File: config.mk
export PLATFORM = sky130hd
export DESIGN_NAME = ethernet_frame_classifier_flat
export DESIGN_NICKNAME = d
export VERILOG_FILES = /design/src/hw/rtl/efc_pkg.sv /design/src/hw/rtl/efc_byte_if.sv /design/src/hw/rtl/efc_rec_if.sv /design/src/hw/rtl/efc_in_stage.sv /design/src/hw/rtl/efc_hdr_capture.sv /design/src/hw/rtl/efc_rec_out.sv /design/src/hw/rtl/ethernet_frame_classifier.sv /design/src/flat_wrapper.sv
export SDC_FILE = /design/constraint.sdc
export NUM_CORES = 1
export LEC_CHECK = 0
export BUFFER_PORTS_ARGS = -buffer_cell sky130_fd_sc_hd__buf_2
export CORE_MARGIN = 1
export CORE_UTILIZATION = 49
export CTS_CLUSTER_DIAMETER = 30
export DETAILED_ROUTE_END_ITERATION = 8
export GPL_ROUTABILITY_DRIVEN = 0
export GPL_TIMING_DRIVEN = 1
export PLACE_DENSITY = 0.68
export SYNTH_ARGS = -nofsm -noshare
export SYNTH_HDL_FRONTEND = slang
export SYNTH_HIERARCHICAL = 1
export SYNTH_SLANG_ARGS = --single-unit
File: constraint.sdc
create_clock -name clk -period 12.9 [get_ports clk]
set_clock_uncertainty 0.15 [all_clocks]
set_input_delay 1.935 -clock clk [delete_from_list [all_inputs] [get_ports clk]]
set_output_delay 1.935 -clock clk [all_outputs]
set_load 0.1 [all_outputs]
File: src/hw/rtl/efc_pkg.sv
// Shared types, constants and header classification for the Ethernet frame classifier.
package efc_pkg;

  localparam int POS_LIMIT = 2047;
  localparam int POS_W     = $clog2(POS_LIMIT + 1);

  localparam logic [15:0] TYPE_LEN_MAX = 16'h05FE;
  localparam logic [15:0] LLC_RAW      = 16'hFFFF;
  localparam logic [15:0] LLC_SNAP     = 16'hAAAA;
  localparam logic [15:0] ETH_IPV4     = 16'h0800;
  localparam logic [15:0] ETH_ARP      = 16'h0806;
  localparam logic [15:0] LLC_IPV4     = 16'h0606;
  localparam logic [15:0] LLC_STP      = 16'h4242;
  localparam logic [7:0]  IHL_MASK     = 8'h0F;

  localparam logic [4:0] BASE_II   = 5'd14;
  localparam logic [4:0] BASE_LLC  = 5'd17;
  localparam logic [4:0] BASE_SNAP = 5'd22;
  localparam logic [5:0] NEED_RAW  = 6'd16;
  localparam logic [5:0] LEN_IPV4  = 6'd20;
  localparam logic [5:0] LEN_ARP   = 6'd28;

  typedef enum logic [1:0] {
    FK_II   = 2'd0,
    FK_RAW  = 2'd1,
    FK_SNAP = 2'd2,
    FK_LLC  = 2'd3
  } frame_kind_t;

  typedef enum logic [1:0] {
    PK_OTHER = 2'd0,
    PK_IPV4  = 2'd1,
    PK_ARP   = 2'd2,
    PK_STP   = 2'd3
  } payload_kind_t;

  typedef logic [POS_W-1:0] pos_t;

  // Header bytes captured so far in the current frame.
  typedef struct packed {
    logic [47:0] dest_mac;
    logic [47:0] source_mac;
    logic [15:0] type_len;
    logic [15:0] llc_word;
    logic [15:0] snap_type;
    logic [7:0]  ver_ihl;
    logic [15:0] total_len;
    logic [7:0]  protocol;
    logic [31:0] addr_first;
    logic [31:0] addr_second;
  } hdr_t;

  typedef struct packed {
    frame_kind_t   fk;
    payload_kind_t pk;
    logic [4:0]    base;
    logic [5:0]    need;
  } cls_t;

  typedef struct packed {
    logic step;
    logic last;
  } step_t;

  typedef struct packed {
    frame_kind_t   frame_kind;
    payload_kind_t payload_kind;
    logic [47:0]   dest_mac;
    logic [47:0]   source_mac;
    logic [15:0]   type_or_length;
    logic [5:0]    ip_header_bytes;
    logic [15:0]   ip_total_length;
    logic [7:0]    ip_protocol;
    logic [31:0]   first_address;
    logic [31:0]   second_address;
    logic          truncated;
    logic [15:0]   frame_number;
  } rec_t;

  function automatic payload_kind_t type_kind(logic [15:0] t);
    payload_kind_t k;
    if (t == ETH_IPV4) begin
      k = PK_IPV4;
    end else if (t == ETH_ARP) begin
      k = PK_ARP;
    end else begin
      k = PK_OTHER;
    end
    return k;
  endfunction

  function automatic cls_t classify(hdr_t h);
    cls_t c;
    c = '0;
    if (h.type_len > TYPE_LEN_MAX) begin
      c.fk   = FK_II;
      c.base = BASE_II;
      c.pk   = type_kind(h.type_len);
    end else if (h.llc_word == LLC_RAW) begin
      c.fk   = FK_RAW;
      c.base = '0;
      c.pk   = PK_OTHER;
    end else if (h.llc_word == LLC_SNAP) begin
      c.fk   = FK_SNAP;
      c.base = BASE_SNAP;
      c.pk   = type_kind(h.snap_type);
    end else begin
      c.fk   = FK_LLC;
      c.base = BASE_LLC;
      if (h.llc_word == LLC_IPV4) begin
        c.pk = PK_IPV4;
      end else if (h.llc_word == LLC_STP) begin
        c.pk = PK_STP;
      end else begin
        c.pk = PK_OTHER;
      end
    end
    if (c.fk == FK_RAW) begin
      c.need = NEED_RAW;
    end else if (c.pk == PK_IPV4) begin
      c.need = {1'b0, c.base} + LEN_IPV4;
    end else if (c.pk == PK_ARP) begin
      c.need = {1'b0, c.base} + LEN_ARP;
    end else begin
      c.need = {1'b0, c.base};
    end
    return c;
  endfunction

endpackage

File: src/hw/rtl/efc_byte_if.sv
// Byte channel carrying frame bytes into the classifier.
interface efc_byte_if;
  logic       valid;
  logic       ready;
  logic [7:0] data_byte;
  logic       last_byte;

  modport source (output valid, output data_byte, output last_byte, input ready);
  modport sink (input valid, input data_byte, input last_byte, output ready);
endinterface

File: src/hw/rtl/efc_rec_if.sv
// Record channel carrying one classification result per frame.
interface efc_rec_if;
  logic                   valid;
  logic                   ready;
  efc_pkg::frame_kind_t   frame_kind;
  efc_pkg::payload_kind_t payload_kind;
  logic [47:0]            dest_mac;
  logic [47:0]            source_mac;
  logic [15:0]            type_or_length;
  logic [5:0]             ip_header_bytes;
  logic [15:0]            ip_total_length;
  logic [7:0]             ip_protocol;
  logic [31:0]            first_address;
  logic [31:0]            second_address;
  logic                   truncated;
  logic [15:0]            frame_number;

  modport source (
    output valid, output frame_kind, output payload_kind, output dest_mac,
    output source_mac, output type_or_length, output ip_header_bytes,
    output ip_total_length, output ip_protocol, output first_address,
    output second_address, output truncated, output frame_number,
    input ready
  );
  modport sink (
    input valid, input frame_kind, input payload_kind, input dest_mac,
    input source_mac, input type_or_length, input ip_header_bytes,
    input ip_total_length, input ip_protocol, input first_address,
    input second_address, input truncated, input frame_number,
    output ready
  );
endinterface

File: src/hw/rtl/efc_in_stage.sv
// Input register stage holding one frame byte until the parser takes it.
module efc_in_stage (
  input  logic                clk,
  input  logic                rst_n,
  efc_byte_if.sink            in_ch,
  input  logic                out_free,
  output efc_pkg::step_t      step,
  output logic [7:0]          byte_q
);

  logic       s1_valid_r;
  logic       s1_valid_nxt;
  logic [7:0] s1_byte_r;
  logic       s1_last_r;
  logic       advance;
  logic       accept;

  // A final byte waits for room in the record register; other bytes never stall.
  assign advance      = s1_valid_r && (!s1_last_r || out_free);
  assign in_ch.ready  = !s1_valid_r || advance;
  assign accept       = in_ch.valid && in_ch.ready;

  always_comb begin
    s1_valid_nxt = s1_valid_r;
    if (accept) begin
      s1_valid_nxt = 1'b1;
    end else if (advance) begin
      s1_valid_nxt = 1'b0;
    end
  end

  always_ff @(posedge clk) begin
    if (!rst_n) begin
      s1_valid_r <= 1'b0;
    end else begin
      s1_valid_r <= s1_valid_nxt;
    end
  end

  always_ff @(posedge clk) begin
    if (accept) begin
      s1_byte_r <= in_ch.data_byte;
      s1_last_r <= in_ch.last_byte;
    end
  end

  assign step.step = advance;
  assign step.last = s1_last_r;
  assign byte_q    = s1_byte_r;

  a_hold_when_stalled: assert property (@(posedge clk) disable iff (!rst_n)
    (s1_valid_r && !advance) |=> (s1_valid_r && $stable(s1_byte_r) && $stable(s1_last_r)))
    else $error("held byte changed while stalled");

  a_last_waits_for_room: assert property (@(posedge clk) disable iff (!rst_n)
    (advance && s1_last_r) |-> out_free)
    else $error("final byte advanced without room for its record");

endmodule

File: src/hw/rtl/efc_hdr_capture.sv
// Byte position tracking and header field capture for the current frame.
module efc_hdr_capture (
  input  logic              clk,
  input  logic              rst_n,
  input  efc_pkg::step_t    step,
  input  logic [7:0]        byte_q,
  output efc_pkg::hdr_t     hdr_nxt,
  output efc_pkg::pos_t     pos
);

  efc_pkg::hdr_t hdr_r;
  efc_pkg::pos_t pos_r;
  efc_pkg::pos_t pos_nxt;
  efc_pkg::cls_t cls;
  efc_pkg::pos_t rel;
  logic [2:0]    mac_idx;
  logic [2:0]    addr_idx;
  logic          addr_hit;

  always_comb begin
    hdr_nxt  = hdr_r;
    // Capture decisions only need header words that are complete before
    // this byte, so the stored header is classified.
    cls      = efc_pkg::classify(hdr_r);
    rel      = pos_r - efc_pkg::pos_t'(cls.base);
    mac_idx  = '0;
    addr_idx = '0;
    addr_hit = 1'b0;

    if (pos_r < efc_pkg::pos_t'(6)) begin
      mac_idx = 3'(3'd5 - pos_r[2:0]);
      hdr_nxt.dest_mac[{mac_idx, 3'b000} +: 8] = byte_q;
    end else if (pos_r < efc_pkg::pos_t'(12)) begin
      mac_idx = 3'(4'd11 - pos_r[3:0]);
      hdr_nxt.source_mac[{mac_idx, 3'b000} +: 8] = byte_q;
    end else if (pos_r == efc_pkg::pos_t'(12)) begin
      hdr_nxt.type_len[15:8] = byte_q;
    end else if (pos_r == efc_pkg::pos_t'(13)) begin
      hdr_nxt.type_len[7:0] = byte_q;
    end else if (hdr_r.type_len <= efc_pkg::TYPE_LEN_MAX) begin
      if (pos_r == efc_pkg::pos_t'(14)) begin
        hdr_nxt.llc_word[15:8] = byte_q;
      end else if (pos_r == efc_pkg::pos_t'(15)) begin
        hdr_nxt.llc_word[7:0] = byte_q;
      end else if (hdr_r.llc_word == efc_pkg::LLC_SNAP) begin
        if (pos_r == efc_pkg::pos_t'(20)) begin
          hdr_nxt.snap_type[15:8] = byte_q;
        end else if (pos_r == efc_pkg::pos_t'(21)) begin
          hdr_nxt.snap_type[7:0] = byte_q;
        end
      end
    end

    if (cls.base != '0 && pos_r >= efc_pkg::pos_t'(cls.base)) begin
      if (cls.pk == efc_pkg::PK_IPV4) begin
        if (rel == efc_pkg::pos_t'(0)) begin
          hdr_nxt.ver_ihl = byte_q;
        end else if (rel == efc_pkg::pos_t'(2)) begin
          hdr_nxt.total_len[15:8] = byte_q;
        end else if (rel == efc_pkg::pos_t'(3)) begin
          hdr_nxt.total_len[7:0] = byte_q;
        end else if (rel == efc_pkg::pos_t'(9)) begin
          hdr_nxt.protocol = byte_q;
        end else if (rel >= efc_pkg::pos_t'(12) && rel < efc_pkg::pos_t'(20)) begin
          // Source address bytes land at the top of the pair, destination below.
          addr_idx = 3'(5'd19 - rel[4:0]);
          addr_hit = 1'b1;
        end
      end else if (cls.pk == efc_pkg::PK_ARP) begin
        if (rel >= efc_pkg::pos_t'(14) && rel < efc_pkg::pos_t'(18)) begin
          addr_idx = 3'(5'd21 - rel[4:0]);
          addr_hit = 1'b1;
        end else if (rel >= efc_pkg::pos_t'(24) && rel < efc_pkg::pos_t'(28)) begin
          addr_idx = 3'(5'd27 - rel[4:0]);
          addr_hit = 1'b1;
        end
      end
    end

    if (addr_hit) begin
      if (addr_idx[2]) begin
        hdr_nxt.addr_first[{addr_idx[1:0], 3'b000} +: 8] = byte_q;
      end else begin
        hdr_nxt.addr_second[{addr_idx[1:0], 3'b000} +: 8] = byte_q;
      end
    end
  end

  assign pos_nxt = (pos_r >= efc_pkg::pos_t'(efc_pkg::POS_LIMIT)) ?
                   efc_pkg::pos_t'(efc_pkg::POS_LIMIT) : pos_r + efc_pkg::pos_t'(1);

  always_ff @(posedge clk) begin
    if (!rst_n) begin
      hdr_r <= '0;
      pos_r <= '0;
    end else if (step.step) begin
      if (step.last) begin
        hdr_r <= '0;
        pos_r <= '0;
      end else begin
        hdr_r <= hdr_nxt;
        pos_r <= pos_nxt;
      end
    end
  end

  assign pos = pos_r;

  a_pos_saturates: assert property (@(posedge clk) disable iff (!rst_n)
    pos_r <= efc_pkg::pos_t'(efc_pkg::POS_LIMIT))
    else $error("byte position beyond its limit");

  a_clear_after_last: assert property (@(posedge clk) disable iff (!rst_n)
    (step.step && step.last) |=> (pos_r == '0 && hdr_r == '0))
    else $error("frame state not cleared after final byte");

endmodule

File: src/hw/rtl/efc_rec_out.sv
// Frame classification, record assembly and the record output register.
module efc_rec_out (
  input  logic              clk,
  input  logic              rst_n,
  input  logic              emit,
  input  efc_pkg::hdr_t     hdr_nxt,
  input  efc_pkg::pos_t     pos,
  input  logic              out_ready,
  output logic              out_valid,
  output logic              out_free,
  output efc_pkg::rec_t     rec
);

  efc_pkg::cls_t           cls;
  efc_pkg::rec_t           rec_nxt;
  efc_pkg::rec_t           rec_r;
  logic                    out_valid_r;
  logic [15:0]             frame_cnt_r;
  logic [15:0]             frame_cnt_nxt;
  logic [efc_pkg::POS_W:0] len_seen;

  assign frame_cnt_nxt = frame_cnt_r + 16'd1;
  assign len_seen      = {1'b0, pos} + {{efc_pkg::POS_W{1'b0}}, 1'b1};

  always_comb begin
    cls                     = efc_pkg::classify(hdr_nxt);
    rec_nxt                 = '0;
    rec_nxt.frame_kind      = cls.fk;
    rec_nxt.payload_kind    = cls.pk;
    rec_nxt.dest_mac        = hdr_nxt.dest_mac;
    rec_nxt.source_mac      = hdr_nxt.source_mac;
    rec_nxt.type_or_length  = hdr_nxt.type_len;
    if (cls.pk == efc_pkg::PK_IPV4) begin
      rec_nxt.ip_header_bytes = {hdr_nxt.ver_ihl[3:0] & efc_pkg::IHL_MASK[3:0], 2'b00};
      rec_nxt.ip_total_length = hdr_nxt.total_len;
      rec_nxt.ip_protocol     = hdr_nxt.protocol;
    end
    if (cls.pk == efc_pkg::PK_IPV4 || cls.pk == efc_pkg::PK_ARP) begin
      rec_nxt.first_address  = hdr_nxt.addr_first;
      rec_nxt.second_address = hdr_nxt.addr_second;
    end
    rec_nxt.truncated    = len_seen < (efc_pkg::POS_W + 1)'(cls.need);
    rec_nxt.frame_number = frame_cnt_nxt;
  end

  assign out_free = !out_valid_r || out_ready;

  always_ff @(posedge clk) begin
    if (!rst_n) begin
      out_valid_r <= 1'b0;
      frame_cnt_r <= '0;
    end else if (emit) begin
      out_valid_r <= 1'b1;
      frame_cnt_r <= frame_cnt_nxt;
    end else if (out_ready) begin
      out_valid_r <= 1'b0;
    end
  end

  always_ff @(posedge clk) begin
    if (emit) begin
      rec_r <= rec_nxt;
    end
  end

  assign out_valid = out_valid_r;
  assign rec       = rec_r;

  a_no_overwrite: assert property (@(posedge clk) disable iff (!rst_n)
    emit |-> (!out_valid_r || out_ready))
    else $error("record overwritten before it was taken");

  a_count_steps: assert property (@(posedge clk) disable iff (!rst_n)
    emit |=> (frame_cnt_r == $past(frame_cnt_r) + 16'd1 && out_valid_r
              && rec_r.frame_number == frame_cnt_r))
    else $error("frame number did not advance by one with a record");

endmodule

File: src/hw/rtl/ethernet_frame_classifier.sv
// A record is registered as its frame's final byte leaves the input register.
// Throughput: one byte per cycle; bytes keep flowing while a record waits, and only
// a final byte stalls, in the input register, until the record register is free.
// Header capture is a position compare and byte select per cycle, with no loop.
// Reset (synchronous, active low) clears the byte position, all captured header
// fields, the frame counter and both valid flags.
module ethernet_frame_classifier (
  input  logic       clk,
  input  logic       rst_n,
  efc_byte_if.sink   in_ch,
  efc_rec_if.source  out_ch
);

  efc_pkg::step_t step;
  efc_pkg::hdr_t  hdr_nxt;
  efc_pkg::pos_t  pos;
  efc_pkg::rec_t  rec;
  logic [7:0]     byte_q;
  logic           out_free;

  efc_in_stage u_in_stage (
    .clk      (clk),
    .rst_n    (rst_n),
    .in_ch    (in_ch),
    .out_free (out_free),
    .step     (step),
    .byte_q   (byte_q)
  );

  efc_hdr_capture u_hdr_capture (
    .clk     (clk),
    .rst_n   (rst_n),
    .step    (step),
    .byte_q  (byte_q),
    .hdr_nxt (hdr_nxt),
    .pos     (pos)
  );

  efc_rec_out u_rec_out (
    .clk       (clk),
    .rst_n     (rst_n),
    .emit      (step.step && step.last),
    .hdr_nxt   (hdr_nxt),
    .pos       (pos),
    .out_ready (out_ch.ready),
    .out_valid (out_ch.valid),
    .out_free  (out_free),
    .rec       (rec)
  );

  assign out_ch.frame_kind      = rec.frame_kind;
  assign out_ch.payload_kind    = rec.payload_kind;
  assign out_ch.dest_mac        = rec.dest_mac;
  assign out_ch.source_mac      = rec.source_mac;
  assign out_ch.type_or_length  = rec.type_or_length;
  assign out_ch.ip_header_bytes = rec.ip_header_bytes;
  assign out_ch.ip_total_length = rec.ip_total_length;
  assign out_ch.ip_protocol     = rec.ip_protocol;
  assign out_ch.first_address   = rec.first_address;
  assign out_ch.second_address  = rec.second_address;
  assign out_ch.truncated       = rec.truncated;
  assign out_ch.frame_number    = rec.frame_number;

endmodule
File: src/flat_wrapper.sv
// flat-port wrapper written by rule: the top's interface ports become plain ports
module ethernet_frame_classifier_flat 
  (clk, rst_n, in_ch_valid, in_ch_data_byte, in_ch_last_byte, in_ch_ready, out_ch_valid, out_ch_frame_kind, out_ch_payload_kind, out_ch_dest_mac, out_ch_source_mac, out_ch_type_or_length, out_ch_ip_header_bytes, out_ch_ip_total_length, out_ch_ip_protocol, out_ch_first_address, out_ch_second_address, out_ch_truncated, out_ch_frame_number, out_ch_ready);
  efc_byte_if in_ch_i ();
  efc_rec_if out_ch_i ();
  input  logic clk;
  input  logic rst_n;
  input wire logic [$bits(in_ch_i.valid)-1:0] in_ch_valid;
  input wire logic [$bits(in_ch_i.data_byte)-1:0] in_ch_data_byte;
  input wire logic [$bits(in_ch_i.last_byte)-1:0] in_ch_last_byte;
  output wire logic [$bits(in_ch_i.ready)-1:0] in_ch_ready;
  output wire logic [$bits(out_ch_i.valid)-1:0] out_ch_valid;
  output wire logic [$bits(out_ch_i.frame_kind)-1:0] out_ch_frame_kind;
  output wire logic [$bits(out_ch_i.payload_kind)-1:0] out_ch_payload_kind;
  output wire logic [$bits(out_ch_i.dest_mac)-1:0] out_ch_dest_mac;
  output wire logic [$bits(out_ch_i.source_mac)-1:0] out_ch_source_mac;
  output wire logic [$bits(out_ch_i.type_or_length)-1:0] out_ch_type_or_length;
  output wire logic [$bits(out_ch_i.ip_header_bytes)-1:0] out_ch_ip_header_bytes;
  output wire logic [$bits(out_ch_i.ip_total_length)-1:0] out_ch_ip_total_length;
  output wire logic [$bits(out_ch_i.ip_protocol)-1:0] out_ch_ip_protocol;
  output wire logic [$bits(out_ch_i.first_address)-1:0] out_ch_first_address;
  output wire logic [$bits(out_ch_i.second_address)-1:0] out_ch_second_address;
  output wire logic [$bits(out_ch_i.truncated)-1:0] out_ch_truncated;
  output wire logic [$bits(out_ch_i.frame_number)-1:0] out_ch_frame_number;
  input wire logic [$bits(out_ch_i.ready)-1:0] out_ch_ready;
  assign in_ch_i.valid = in_ch_valid;
  assign in_ch_i.data_byte = in_ch_data_byte;
  assign in_ch_i.last_byte = in_ch_last_byte;
  assign in_ch_ready = in_ch_i.ready;
  assign out_ch_valid = out_ch_i.valid;
  assign out_ch_frame_kind = out_ch_i.frame_kind;
  assign out_ch_payload_kind = out_ch_i.payload_kind;
  assign out_ch_dest_mac = out_ch_i.dest_mac;
  assign out_ch_source_mac = out_ch_i.source_mac;
  assign out_ch_type_or_length = out_ch_i.type_or_length;
  assign out_ch_ip_header_bytes = out_ch_i.ip_header_bytes;
  assign out_ch_ip_total_length = out_ch_i.ip_total_length;
  assign out_ch_ip_protocol = out_ch_i.ip_protocol;
  assign out_ch_first_address = out_ch_i.first_address;
  assign out_ch_second_address = out_ch_i.second_address;
  assign out_ch_truncated = out_ch_i.truncated;
  assign out_ch_frame_number = out_ch_i.frame_number;
  assign out_ch_i.ready = out_ch_ready;
  ethernet_frame_classifier u_core (.clk(clk), .rst_n(rst_n), .in_ch(in_ch_i), .out_ch(out_ch_i));
endmodule
==> results.py <==
metrics = {
    "route": {
        "first_pass_iters": 5,
        "viasPerCell": 5.765,
        "drt-initial-drc-count": 1560,
        "detail-route-antenna-nets": 0,
        "vias": 17690,
        "finalWirelength_um": 60500,
        "drc": 0,
        "wl_per_cell_um": 19.71,
    },
    "placement": {
        "dp.final_hpwl_um": 37020,
        "dp_cells": 2872,
        "io_buffer_count": 239,
    },
    "setup_path": {
        "r2r_end": "u_core/u_rec_out/rec[16]",
        "critPathCapture": "u_core/u_rec_out/rec[16]",
        "cp_max_fo": 33,
        "startpoint_type": "flip-flop",
        "cp-startpoint": "u_core/u_hdr_capture/pos[5]",
        "r2r_start": "u_core/u_hdr_capture/pos[5]",
        "cp.required_ps": 13250,
        "crit_arrival_ps": 7650,
        "rr_worst_depth": 19,
        "end_kind": "flip-flop",
        "path_class": "reg2reg",
        "rrSetupSlack_ps": 5590,
    },
    "power_and_ir_drop": {
        "p_leak_nw": 10.54,
        "power_density_nw_per_um2": 164.9,
        "ir_worst_vdd_v": 0.0001529,
    },
    "timing": {
        "worst_pin_slew_ps": 1131,
        "max_freq_mhz": 136.8,
        "layout_min_cycle_time_ps": 7308,
        "final_hold_viol_count": 0,
        "relSlewSlack": 0.2401,
        "final.period_utilization": 0.5665,
        "setup_violations": 0,
        "totalNegativeSetupSlack_ps": 0,
        "slew_violations": 0,
        "rsz0062_at_grt": "false",
    },
    "floorplanning": {
        "dieArea_um2": 47530,
        "initial_utilization": 0.5006,
        "pin_count": 242,
        "die_y_um": 218.0,
        "row_count": 78,
        "core_um2": 45670,
        "die_w_um": 218.0,
    },
    "clock_tree": {
        "clock_latency_ps": 650,
        "clk_pin_slew_worst_paths_ps": 50,
        "postCtsResizedCells": 0,
        "post_cts_buffers": 0,
        "cts_buffers": 105,
        "clock-sinks": 499,
        "cts-root-buf": "clkbuf_16",
        "cts_hold_buf": 0,
        "tritoncts": "done",
        "clockBufferDepth": 3,
        "htreeDepth": 3,
    },
    "finish": {
        "multiInputGateArea_um2": 9846,
        "fillers": 3683,
        "seq_area_um2": 12330,
        "n_antenna_cell": 0,
        "fin_nets": 2424,
        "layout.cells.non_filler": 3069,
        "drive_above_1_share": 0.2463,
        "areaGrowthSynthToFinish_pct": 22.79,
    },
    "run": {
        "max-cap-violations": 0,
    },
    "global_route": {
        "grt.total_usage": 0.2510,
        "grt_remaining_overflow": 0,
        "grt_pass1_vias": 17130,
        "grt_max_degree": 123,
        "antenna_found_initial": 0,
        "grt_pass1_wl_um": 94350,
    },
    "synthesis": {
        "netlist_instances": 2161,
        "postSynthAreaPerCell_um2": 10.58,
        "synth_area_um2": 22870,
        "yosys_warnings": 6,
    },
    "run_status": {
        "outcome": "finished, final reports clean",
    },
    "min_path": {
        "hp-class": "reg2reg",
    },
}
## per-layer routing
metal | up-vias | share of wire | wire length (um) | track usage
met2 | 606 | 0.47 | 28610 | 0.3993
li1 | 8365 | - | - | -
met4 | 0 | 0.025 | 1493 | 0.1026
met5 | - | 0 | 0 | 0
met3 | 103 | 0.060 | 3628 | 0.04226
met1 | 8618 | 0.44 | 26770 | 0.3390
## sequential cells by signal, summed over array words and instances (netlist names)
signal                        count
u_core/u_hdr_capture/pos         11
u_core/u_in_stage/byte_q          8
u_core/u_rec_out/rec            225
u_core/u_hdr_capture/hdr_r      236
u_core/u_in_stage/s1_valid_r      1
u_core/u_rec_out/frame_cnt_r     16
u_core/u_rec_out/out_valid        1
u_core/u_in_stage/s1_last_r       1
## layout make-up
type                    count  area share
flip-flops and latches    499      0.4392
repair buffers            259     0.04804
well taps                 600     0.02674
clock buffers             131      0.1033
inverters                  31    0.004234
multi-input cells        1483      0.3507
clock inverters            66     0.02785
## worst min path at each step
stage / end / from / cells after the start
CTS: u_core/u_hdr_capture/hdr_r[79] / u_core/u_hdr_capture/hdr_r[79] / 2
global route: u_core/u_hdr_capture/hdr_r[51] / u_core/u_hdr_capture/hdr_r[51] / 2
floorplan: u_core/u_hdr_capture/hdr_r[72] / u_core/u_hdr_capture/hdr_r[72] / 2
detailed placement: u_core/u_hdr_capture/hdr_r[79] / u_core/u_hdr_capture/hdr_r[79] / 2
finish: u_core/u_hdr_capture/hdr_r[73] / u_core/u_hdr_capture/hdr_r[73] / 2
global placement: u_core/u_hdr_capture/hdr_r[76] / u_core/u_hdr_capture/hdr_r[76] / 2
## through the flow
stage / cell area (um^2) / total power (W) / worst slack, ps / util / hold slack (ps)
3_3_place_gp: 24400 / 0.001925 / 6152 / 0.5341 / 281.0
6_report: 28080 / 0.004631 / 5592 / 0.6147 / 304.8
4_1_cts: 28080 / 0.004672 / 5739 / 0.6147 / 303.6
2_1_floorplan: 22870 / 0.001878 / 3905 / - / 269.6
3_5_place_dp: 24400 / 0.001927 / 5767 / 0.5341 / 292.1
5_1_grt: 28080 / 0.004775 / 5300 / 0.6147 / 329.8
## power breakdown
part / switching, W / internal [W] / total, W
Combinational: 0.000187 / 0.0000345 / 0.000222
Clock: 0.000891 / 0.00184 / 0.00273
Sequential: 0.00000673 / 0.00167 / 0.00168
## placed cells by master (no fill, tap or decap), drive strengths merged, types with 60 or more instances in the layout
| master | instances |
|---|---|
| dfxtp | 265 |
| mux2 | 117 |
| nor2b | 208 |
| edfxtp | 234 |
| nand2 | 306 |
| buf | 259 |
| a22oi | 103 |
| o21ai | 140 |
| a22o | 60 |
| clkbuf | 131 |
## critical path: stages, from the launching register on
cell and delay, ps:
dfxtp_1 410, nor3_1 410, nand2_1 180, or2_2 410
or4_1 750, nand4_1 530, mux2_2 410, or4_4 500
or4_4 530, o32a_1 380, o32ai_1 210, ha_1 850
nor2_1 170, nor2_1 200, mux2i_1 120, ha_1 220
a21o_1 150, a21o_1 170, a211oi_1 220, o211a_1 170
(Power assumes the default switching activity.)
